**src/rtl/core/aes_pkg.sv**
```systemverilog
// Types, constants and round functions shared by the AES-128 encryption core.
`default_nettype none
package aes_pkg;

  typedef logic [0:15][7:0] aes_state_t;
  typedef logic [63:0]      half_t;
  typedef logic [7:0]       cfg_index_t;

  localparam cfg_index_t REG_KEY_HI = 8'd0;
  localparam cfg_index_t REG_KEY_LO = 8'd1;

  typedef struct packed {
    aes_state_t state;
    aes_state_t key;
  } stage_t;

  localparam logic [7:0] SBOX [256] = '{
    8'h63,8'h7c,8'h77,8'h7b,8'hf2,8'h6b,8'h6f,8'hc5,8'h30,8'h01,8'h67,8'h2b,8'hfe,8'hd7,8'hab,8'h76,
    8'hca,8'h82,8'hc9,8'h7d,8'hfa,8'h59,8'h47,8'hf0,8'had,8'hd4,8'ha2,8'haf,8'h9c,8'ha4,8'h72,8'hc0,
    8'hb7,8'hfd,8'h93,8'h26,8'h36,8'h3f,8'hf7,8'hcc,8'h34,8'ha5,8'he5,8'hf1,8'h71,8'hd8,8'h31,8'h15,
    8'h04,8'hc7,8'h23,8'hc3,8'h18,8'h96,8'h05,8'h9a,8'h07,8'h12,8'h80,8'he2,8'heb,8'h27,8'hb2,8'h75,
    8'h09,8'h83,8'h2c,8'h1a,8'h1b,8'h6e,8'h5a,8'ha0,8'h52,8'h3b,8'hd6,8'hb3,8'h29,8'he3,8'h2f,8'h84,
    8'h53,8'hd1,8'h00,8'hed,8'h20,8'hfc,8'hb1,8'h5b,8'h6a,8'hcb,8'hbe,8'h39,8'h4a,8'h4c,8'h58,8'hcf,
    8'hd0,8'hef,8'haa,8'hfb,8'h43,8'h4d,8'h33,8'h85,8'h45,8'hf9,8'h02,8'h7f,8'h50,8'h3c,8'h9f,8'ha8,
    8'h51,8'ha3,8'h40,8'h8f,8'h92,8'h9d,8'h38,8'hf5,8'hbc,8'hb6,8'hda,8'h21,8'h10,8'hff,8'hf3,8'hd2,
    8'hcd,8'h0c,8'h13,8'hec,8'h5f,8'h97,8'h44,8'h17,8'hc4,8'ha7,8'h7e,8'h3d,8'h64,8'h5d,8'h19,8'h73,
    8'h60,8'h81,8'h4f,8'hdc,8'h22,8'h2a,8'h90,8'h88,8'h46,8'hee,8'hb8,8'h14,8'hde,8'h5e,8'h0b,8'hdb,
    8'he0,8'h32,8'h3a,8'h0a,8'h49,8'h06,8'h24,8'h5c,8'hc2,8'hd3,8'hac,8'h62,8'h91,8'h95,8'he4,8'h79,
    8'he7,8'hc8,8'h37,8'h6d,8'h8d,8'hd5,8'h4e,8'ha9,8'h6c,8'h56,8'hf4,8'hea,8'h65,8'h7a,8'hae,8'h08,
    8'hba,8'h78,8'h25,8'h2e,8'h1c,8'ha6,8'hb4,8'hc6,8'he8,8'hdd,8'h74,8'h1f,8'h4b,8'hbd,8'h8b,8'h8a,
    8'h70,8'h3e,8'hb5,8'h66,8'h48,8'h03,8'hf6,8'h0e,8'h61,8'h35,8'h57,8'hb9,8'h86,8'hc1,8'h1d,8'h9e,
    8'he1,8'hf8,8'h98,8'h11,8'h69,8'hd9,8'h8e,8'h94,8'h9b,8'h1e,8'h87,8'he9,8'hce,8'h55,8'h28,8'hdf,
    8'h8c,8'ha1,8'h89,8'h0d,8'hbf,8'he6,8'h42,8'h68,8'h41,8'h99,8'h2d,8'h0f,8'hb0,8'h54,8'hbb,8'h16
  };

  localparam logic [7:0] GF_POLY = 8'h1b;

  function automatic logic [7:0] xtime(input logic [7:0] a);
    return {a[6:0], 1'b0} ^ (a[7] ? GF_POLY : 8'h00);
  endfunction

  function automatic logic [7:0] rcon(input int unsigned n);
    logic [7:0] r;
    r = 8'h01;
    for (int unsigned i = 0; i < n; i++) begin
      r = xtime(r);
    end
    return r;
  endfunction

  function automatic aes_state_t sub_shift(input aes_state_t s);
    aes_state_t t;
    for (int c = 0; c < 4; c++) begin
      for (int r = 0; r < 4; r++) begin
        t[r + 4 * c] = SBOX[s[r + 4 * ((c + r) % 4)]];
      end
    end
    return t;
  endfunction

  function automatic aes_state_t mix_columns(input aes_state_t s);
    aes_state_t t;
    logic [7:0] a0, a1, a2, a3;
    for (int c = 0; c < 4; c++) begin
      a0 = s[4 * c];
      a1 = s[4 * c + 1];
      a2 = s[4 * c + 2];
      a3 = s[4 * c + 3];
      t[4 * c]     = xtime(a0) ^ xtime(a1) ^ a1 ^ a2 ^ a3;
      t[4 * c + 1] = a0 ^ xtime(a1) ^ xtime(a2) ^ a2 ^ a3;
      t[4 * c + 2] = a0 ^ a1 ^ xtime(a2) ^ xtime(a3) ^ a3;
      t[4 * c + 3] = xtime(a0) ^ a0 ^ a1 ^ a2 ^ xtime(a3);
    end
    return t;
  endfunction

  function automatic aes_state_t next_round_key(input aes_state_t rk, input logic [7:0] rc);
    aes_state_t k;
    k = rk;
    k[0] = k[0] ^ SBOX[rk[13]] ^ rc;
    k[1] = k[1] ^ SBOX[rk[14]];
    k[2] = k[2] ^ SBOX[rk[15]];
    k[3] = k[3] ^ SBOX[rk[12]];
    for (int i = 4; i < 16; i++) begin
      k[i] = k[i] ^ k[i - 4];
    end
    return k;
  endfunction

endpackage
`default_nettype wire

```
**src/rtl/core/aes_key_add.sv**
```systemverilog
// Entry cell: initial key addition, hands block and key to the first round.
`default_nettype none
module aes_key_add (
  input  wire logic              clk,
  input  wire logic              rst,
  input  wire logic              up_valid,
  output logic                   up_ready,
  input  wire aes_pkg::aes_state_t up_block,
  input  wire aes_pkg::aes_state_t key,
  output logic                   down_valid,
  input  wire logic              down_ready,
  output aes_pkg::stage_t        down_data
);
  import aes_pkg::*;

  logic   valid;
  stage_t data;

  assign up_ready   = !valid || down_ready;
  assign down_valid = valid;
  assign down_data  = data;

  always_ff @(posedge clk) begin
    if (rst) begin
      valid <= 1'b0;
    end else if (up_ready) begin
      valid <= up_valid;
    end
  end

  always_ff @(posedge clk) begin
    if (up_ready && up_valid) begin
      data.state <= up_block ^ key;
      data.key   <= key;
    end
  end
endmodule
`default_nettype wire

```
**config.mk**
```make
export PLATFORM = sky130hd
export DESIGN_NAME = aes_key_add
export DESIGN_NICKNAME = d
export VERILOG_FILES = /design/src/rtl/core/aes_pkg.sv /design/src/rtl/core/aes_key_add.sv
export SDC_FILE = /design/constraint.sdc
export NUM_CORES = 1
export LEC_CHECK = 0
export BUFFER_PORTS_ARGS = -buffer_cell sky130_fd_sc_hd__buf_2
export CAP_MARGIN = 0
export CORE_AREA = 2 2 202 204
export CTS_BUF_LIST = sky130_fd_sc_hd__clkbuf_4
export CTS_CLUSTER_SIZE = 10
export DETAILED_ROUTE_END_ITERATION = 12
export DIE_AREA = 0 0 204 206
export GPL_TIMING_DRIVEN = 0
export PLACE_DENSITY_LB_ADDON = 0.3
export SLEW_MARGIN = 15
export SYNTH_ARGS = -nofsm -noshare
export SYNTH_HDL_FRONTEND = slang
export SYNTH_SLANG_ARGS = --single-unit
```
**constraint.sdc**
```tcl
create_clock -name clk -period 4 [get_ports clk]
set_clock_uncertainty 0.2 [all_clocks]
set_input_delay 0.6 -clock clk [delete_from_list [all_inputs] [get_ports clk]]
set_output_delay 0.6 -clock clk [all_outputs]
set_load 0.01 [all_outputs]
```
# Word-level counts from Yosys, hierarchy flattened
# Cells that the tools add are included.
dict set report word_totals {
  regBits 257
  inputBits 260
  out_inout_bits 258
  elab_cells 37
}
dict set report op_classes {
  bitwise 1
  reduce_logical 3
}
# cell count
set op_table {}
lappend op_table {{XOR 128 bit} 1}
lappend op_table {{logical AND 1 bit} 1}
lappend op_table {{zero test 1 bit} 1}
lappend op_table {{logical OR 1 bit} 1}

# Depth between registers and ports, before layout
# Gate-level depths: netlist of run 1.
dict set report depth {
  word_depth 3
  ltp_mapped 2
  depth_no_buf 2
}

# Least setup slack after synthesis of run 1
# No wires, ideal clock.
dict set report synth_path {
  path_kind {in2reg}
  start {input port down_ready}
  end {register data (netlist bit down_data[0]), enable pin}
  setup_time_ns 0.441
  arrival_ns 2.542
  required_time_ns 3.359
  setup_slack_ns 0.816
  cell_stages 2
  n_path_buf 0
  path_cell_list {nand2b_4 and2_4}
}
dict set report synth_via {
  elab_chain_cells 2
}
# item line
set synth_rtl {}
lappend synth_rtl {{start, declared} aes_key_add.sv:11} ;# input wire logic down_ready,
lappend synth_rtl {{logical OR 1 bit} aes_key_add.sv:19} ;# assign up_ready = !valid || down_ready;
lappend synth_rtl {{logical AND 1 bit} aes_key_add.sv:32} ;# if (up_ready && up_valid) begin
lappend synth_rtl {{end, declared} aes_key_add.sv:17} ;# stage_t data;
# Every way passes these cells.
# A chain may end at the register's enable or synchronous reset.

# Worst setup path in the final report of run 1
dict set report layout_path {
  start {register valid (netlist: down_valid)}
  end {output port up_ready}
}
dict set report layout_via {
  elab_chain_cells 2
}
# item line
set layout_rtl {}
lappend layout_rtl {{start, declared} aes_key_add.sv:16} ;# logic valid;
lappend layout_rtl {{start signal, assigned} aes_key_add.sv:27} ;# valid <= up_valid;
lappend layout_rtl {{zero test 1 bit} aes_key_add.sv:19}
lappend layout_rtl {{logical OR 1 bit} aes_key_add.sv:19}
lappend layout_rtl {{end, declared} aes_key_add.sv:7} ;# output logic up_ready,
# Every way passes these cells.

==> summary.md, run 1 <==
| Metric | Value |
|---|---|
| Status | complete, no violations |
| Post-layout instance area | 15,720 sq um |
| TNS Setup | 0 ps |
| Unrepaired setup endpoints after global routing | false |
| H-Tree Depth | 3 |
| Post-cts resize count | 0 |
| DIE AREA | 42,020 sq um |
| FILL cells | 3,799 |
| CP Capture Type | primary output |
| Placed cell area | 12,250 sq um |
| Layout cells sized above 1 | 48.88% |
| Clock latency on the worst-skew pair | 730 ps |
| First-pass GRT wire length | 38,590 microns |
| Worst-margin pin slew | 321.2 ps |
| Placed Cells | 1,443 |
| Vias | 6,749 |
| IO Pins | 518 |
| Row count | 74 |
| Most frequent cells in the layout | 517 x buf_2, 258 x dlygate4sd3_1, 256 x edfxtp_1 |
| Setup-failing EPs final | 0 |
| Fin crit period | 2129 ps |
| Syn avg cell area | 22.79 sq um |
| Total core area | 40,180 sq um |
| Pwr/cell area | 408.7 nW/um^2 |
| P&R area growth vs syn | 77.31% |
| Peak VDD IR | 0.2080 mV |
| CTS Buf Count | 73 |
| Clk sinks | 257 |
| Largest net degree at the start of global routing | 61 |
| Vias in the first global route | 7,259 |
| CP Max Fanout | 3 |
| Starting Density | 22.06% |
| Sequential share of the synthesized area | 86.96% |
| Startpoint types | flip-flop |
| Count of pins over their slew limit | 0 |
| Synth Net Count | 649 |
| Die H | 206 microns |
| Worst min path class | in2reg |
| Yosys reg bits | 257 |
| Yosys cell types | 7 |
| Hold violation count in the final report | 0 |
| Tcrit/Tclk final | 53.21% |
| GR Overflow Total | 0 |
| WP data required | 3200 ps |
| Clock root buffer master | clkbuf_4 |
| DRT antenna net count | 0 |
| Number of DRC markers in iteration 0 | 247 |
| Max_cap viols | 0 |
| Final #Nets | 1,504 |
| CTS tree | built |
| Non-filler cells, final | 1,831 |
| Routability cong. | 0.7405 |
| Via density | 3.686 |
| YS warnings | 0 |
| Drt drc | 0 |
| Die width | 204 microns |
| Clock buffer depth | 3 |
| CP arrival | 1330 ps |
| Total track usage | 12.08% |
| DP HPWL | 18,290 microns |
| Post-Syn Instances | 389 |
| Most common cell after layout, fill and taps aside | buf_2 |
| Max-Slew Margin vs Limit | 78.58% |
| Fmax | 469.8 MHz |
| Post-Route WL | 27,010 microns |
| Leak pwr | 6.745 nW |
| CTS clk-pin slew, worst paths | 80 ps |
| Wire length per cell | 14.75 microns |
| # port buffers | 517 |
| Final Util | 39.11% |
| Post-Syn Area | 8864 sq um |
| Drt pass-1 iters | 4 |
| Crit Path Class | reg2out |
| Initial antenna violation count | 3 |
[synth_stat cells]
cell type  count  area [sq um]
dfxtp_1        1         20.02
and2_4         1         8.760
edfxtp_1     256          7687
inv_1          1         3.750
xor2_1       128          1121
a21oi_2        1         8.760
nand2b_4       1         13.76
[path summary, 6_finish.rpt]
kind | from | to | slack, ps | cells past startpoint
setup reg to reg | down_valid$_SDFFE_PP0P_ | down_data[220]$_DFFE_PP_ | 2000 | 4
hold / removal | up_valid | down_data[236]$_DFFE_PP_ | 200 | 2
hold reg to reg | down_valid$_SDFFE_PP0P_ | down_data[236]$_DFFE_PP_ | 710 | 2
setup / recovery | down_valid$_SDFFE_PP0P_ | up_ready | 1870 | 2
[area by class of cell]
cell class                 count  area, sq um  share of cell area [%]
multi-input combinational    131         1152                   7.332
sequential                   257         7707                   49.04
tap                          532        665.6                   4.235
timing repair buffer         780         5300                   33.72
antenna                        6        15.01                 0.09553
clock inverter                24        121.4                  0.7722
clock buffer                 100        750.7                   4.777
inverter                       1        3.754                 0.02388
[metal layers]
layer	track usage (%)	wire length [microns]
met1	12.62	9814
met2	21.34	14060
met3	5.077	2545
met4	5.047	584
met5	0	0
[cells by family after synthesis]
kind of cell	Yosys count	share of synthesized area [%]
buffers and inverters	1	0.04231
xor gates and xnor gates	128	12.65
DFF	257	86.96
AOI/OAI and AO/OA	1	0.09883
and+or+nand+nor	2	0.2541
[power breakdown]
| part | switching, mW | internal (mW) | leakage, nW |
|---|---|---|---|
| logic | 0.405 | 0.439 | 3.74 |
| clock network | 1.11 | 1.22 | 0.522 |
| registers | 0.0459 | 3.20 | 2.48 |
[sequential cells by signal, indices dropped and copies added, names as in the netlist]
| register | flops |
|---|---|
| down_data | 256 |
| down_valid | 1 |
[critical path, stage by stage (launching register included)]
cell	delay (ps)
dfxtp_1	390
nand2b_4	70
buf_2	140
[what timing repair did]
item | CTS | global route
hold endpoints to repair | 257 | 0
setup buffers | 0 | 0
hold buffers | 258 | 0
[through the flow]
step / hold slack [ps] / power, mW / setup slack [ps]
finish: 200.3 / 6.423 / 1871
CTS: 82.64 / 6.536 / 1731
global route: 109.0 / 6.746 / 1737
detailed placement: 294.1 / 3.949 / 1650
global placement: 284.1 / 3.934 / -50.15
floorplan: 340.1 / 3.541 / 816.2
(Power assumes the default switching activity.)
==> run 2: changes to the inputs <==
Settings changed: CORE_AREA 2 2 202 204 to 2 2 201 203, DIE_AREA 0 0 204 206 to 0 0 203 205.
Clock period 4 ns to 1.9 ns, I/O delays scaled along.
==> run 2 against run 1 <==
  * Register-to-register slack worse by 1900 ps
  * Routed wire length is 4.9% higher
  * Utilization is 1.3 points higher
==> summary.md, run 2 (synthesis gave the netlist of run 1 again) <==
| Metric | Value |
|---|---|
| Clock buffer depth | 3 (unchanged) |
| Largest net degree at the start of global routing | 52 (-15%) |
| CTS tree | built |
| First-pass GRT wire length | 40,330 microns (+4.5%) |
| Seq pwr share | 50.2% (-0.4 points) |
| Wire length per cell | 15.45 microns (+4.7%) |
| Post-Route WL | 28,340 microns (+4.9%) |
| Max_cap viols | 0 (unchanged) |
| Fin crit period | 1817 ps |
| FILL cells | 3,615 (-4.8%) |
| Unrepaired setup endpoints after global routing | true |
| Layout cells sized above 1 | 49.81% (+0.93 points) |
| Status | complete, no violations |
| Die H | 205 microns (-0.49%) |
| Row count | 73 (-1.4%) |
| IO Pins | 518 (unchanged) |
| CP Max Fanout | 51 (+48) |
| CTS Buf Count | 71 (-2.7%) |
| DIE AREA | 41,620 sq um (-0.97%) |
| Leak pwr | 6.872 nW (+1.9%) |
| Setup-failing EPs final | 0 (unchanged) |
| CP Capture Type | flip-flop |
| Clock root buffer master | clkbuf_4 |
| Internal power | 10.39 mW (+110%) |
| Post-layout instance area | 15,920 sq um (+1.3%) |
| Pwr/cell area | 855.7 nW/um^2 (+110%) |
| H-Tree Depth | 3 (unchanged) |
| Most common cell after layout, fill and taps aside | buf_2 |
| Crit Path Class | reg2reg |
| Total track usage | 12.98% (+0.90 points) |
| Clk sinks | 257 (unchanged) |
| DP HPWL | 18,590 microns (+1.7%) |
| Non-filler cells, final | 1,835 (+0.22%) |
| Initial antenna violation count | 3 (unchanged) |
| Terminus of the critical flop-to-flop path | down_data[51]$_DFFE_PP_ |
| TNS Setup | 0 ps (unchanged) |
| Worst r2r path cells | 5 (+1) |
| Tcrit/Tclk final | 95.65% |
| Drt pass-1 iters | 4 (unchanged) |
| Worst-margin pin slew | 564.9 ps (+243.7 ps) |
| Peak VDD IR | 0.5485 mV (+160%) |
| GR Overflow Total | 0 (unchanged) |
| DRT antenna net count | 0 (unchanged) |
| Fmax | 550.3 MHz |
| Placed cell area | 12,220 sq um (-0.22%) |
| Max FFs per register | 256 (unchanged) |
| # port buffers | 517 (unchanged) |
| Count of pins over their slew limit | 0 (unchanged) |
| Clock power frac | 36.2% (about the same) |
| Routability cong. | 0.7799 (+5.3%) |
| CP Capture Point | down_data[51]$_DFFE_PP_ |
| Starting Density | 22.52% (+0.46 points) |
| Startpoint types | flip-flop |
| P&R area growth vs syn | 79.64% |
| Vias | 6,849 (+1.5%) |
| CTS clk-pin slew, worst paths | 60 ps (-20 ps) |
| Hold violation count in the final report | 0 (unchanged) |
| Via density | 3.732 (+1.3%) |
| P_sw | 3.237 mW (+110%) |
| Worst setup startpoint | down_valid$_SDFFE_PP0P_ |
| Drt drc | 0 (unchanged) |
| Sw Share | 23.76% (-0.58 points) |
| Clock latency on the worst-skew pair | 670 ps (-60 ps) |
| WP data required | 2040 ps (-1160 ps) |
| Total core area | 39,370 sq um (-2.0%) |
| Placed Cells | 1,435 (-0.55%) |
| Max-Slew Margin vs Limit | 62.34% (-16 points) |
| Worst r2r src | down_valid$_SDFFE_PP0P_ |
| Die width | 203 microns (-0.49%) |
| Most frequent cells in the layout | 515 x buf_2, 265 x dlygate4sd3_1, 256 x edfxtp_1 |
| Reg2Reg Setup Slack | 80 ps (-1920 ps) |
| Worst min path class | in2reg |
| Comb pwr share | 13.6% (+0.5 points) |
| CP arrival | 1960 ps (+630 ps) |
| Vias in the first global route | 7,269 (+0.14%) |
| Final #Nets | 1,517 (+0.86%) |
| Number of DRC markers in iteration 0 | 306 (+24%) |
==> run 2: what timing repair did <==
item / CTS / global route
gates cloned: 4 / 1
buffers inserted: 3 / 1
resized for setup: 0 / 2
pin swaps: 1 / 0
setup endpoints to repair: 151 / 33
hold buffers: 265 / 0
endpoints found under the hold margin: 327 / 0
==> run 2: worst min path at each step <==
stage / endpoint / slack [ps] / depth (start not counted) / startpoint
6_report: down_data[24]$_DFFE_PP_ / 140 / 2 / key[24]
5_1_grt: down_data[127]$_DFFE_PP_ / 10 / 2 / key[127]
4_1_cts: down_data[127]$_DFFE_PP_ / 0.6 / 2 / key[127]
3_5_place_dp: down_valid$_SDFFE_PP0P_ / 240 / 2 / rst
3_3_place_gp: down_valid$_SDFFE_PP0P_ / 240 / 2 / rst
2_1_floorplan: down_valid$_SDFFE_PP0P_ / 140 / 1 / rst
==> run 2: layer usage <==
metal	share of wire, %	wire [microns]	track usage, %
met5	0	0	0
met3	10	2884	6.268
met1	37	10410	13.28
met2	52	14600	22.85
met4	1.6	443	4.979
==> run 2: cell type report <==
cell class                      count  area, sq um  area share (%)
Clock buffer                      113        848.3           5.328
Antenna cell                        3        7.507         0.04715
Multi-Input combinational cell    133         1167           7.331
Tap cell                          525        656.9           4.125
Timing Repair Buffer              793         5492           34.49
Clock inverter                     10        38.79          0.2436
Inverter                            1        3.754         0.02357
Sequential cell                   257         7709           48.41
==> run 2: power groups by stage <==
stage / clock network (mW) / logic [mW] / registers, mW
final: 4.94 / 1.85 / 6.84
after global routing: 5.47 / 1.99 / 6.87
after global placement: 0 / 1.31 / 6.97
after detailed placement: 0 / 1.35 / 6.96
after CTS: 5.18 / 1.84 / 6.84
after floorplan: 0 / 0.257 / 7.20
==> run 2: through the flow <==
step,hold WS [ps],worst slack (ps),power (mW),utilization (%)
floorplan,140.1,-972.2,7.455,-
global placement,239.3,-1795,8.282,30.76
detailed placement,243.4,-404.7,8.311,31.04
CTS,0.5679,-1.672,13.86,40.32
global route,13.02,-2.696,14.33,40.45
finish,136.8,82.71,13.62,40.45
==> run 2: critical path, cell delays in order, from the launching register on <==
cell	delay (ps)
dfxtp_2	330
nand2b_4	80
and2_4	220
buf_12	120
buf_16	180
buf_16	280
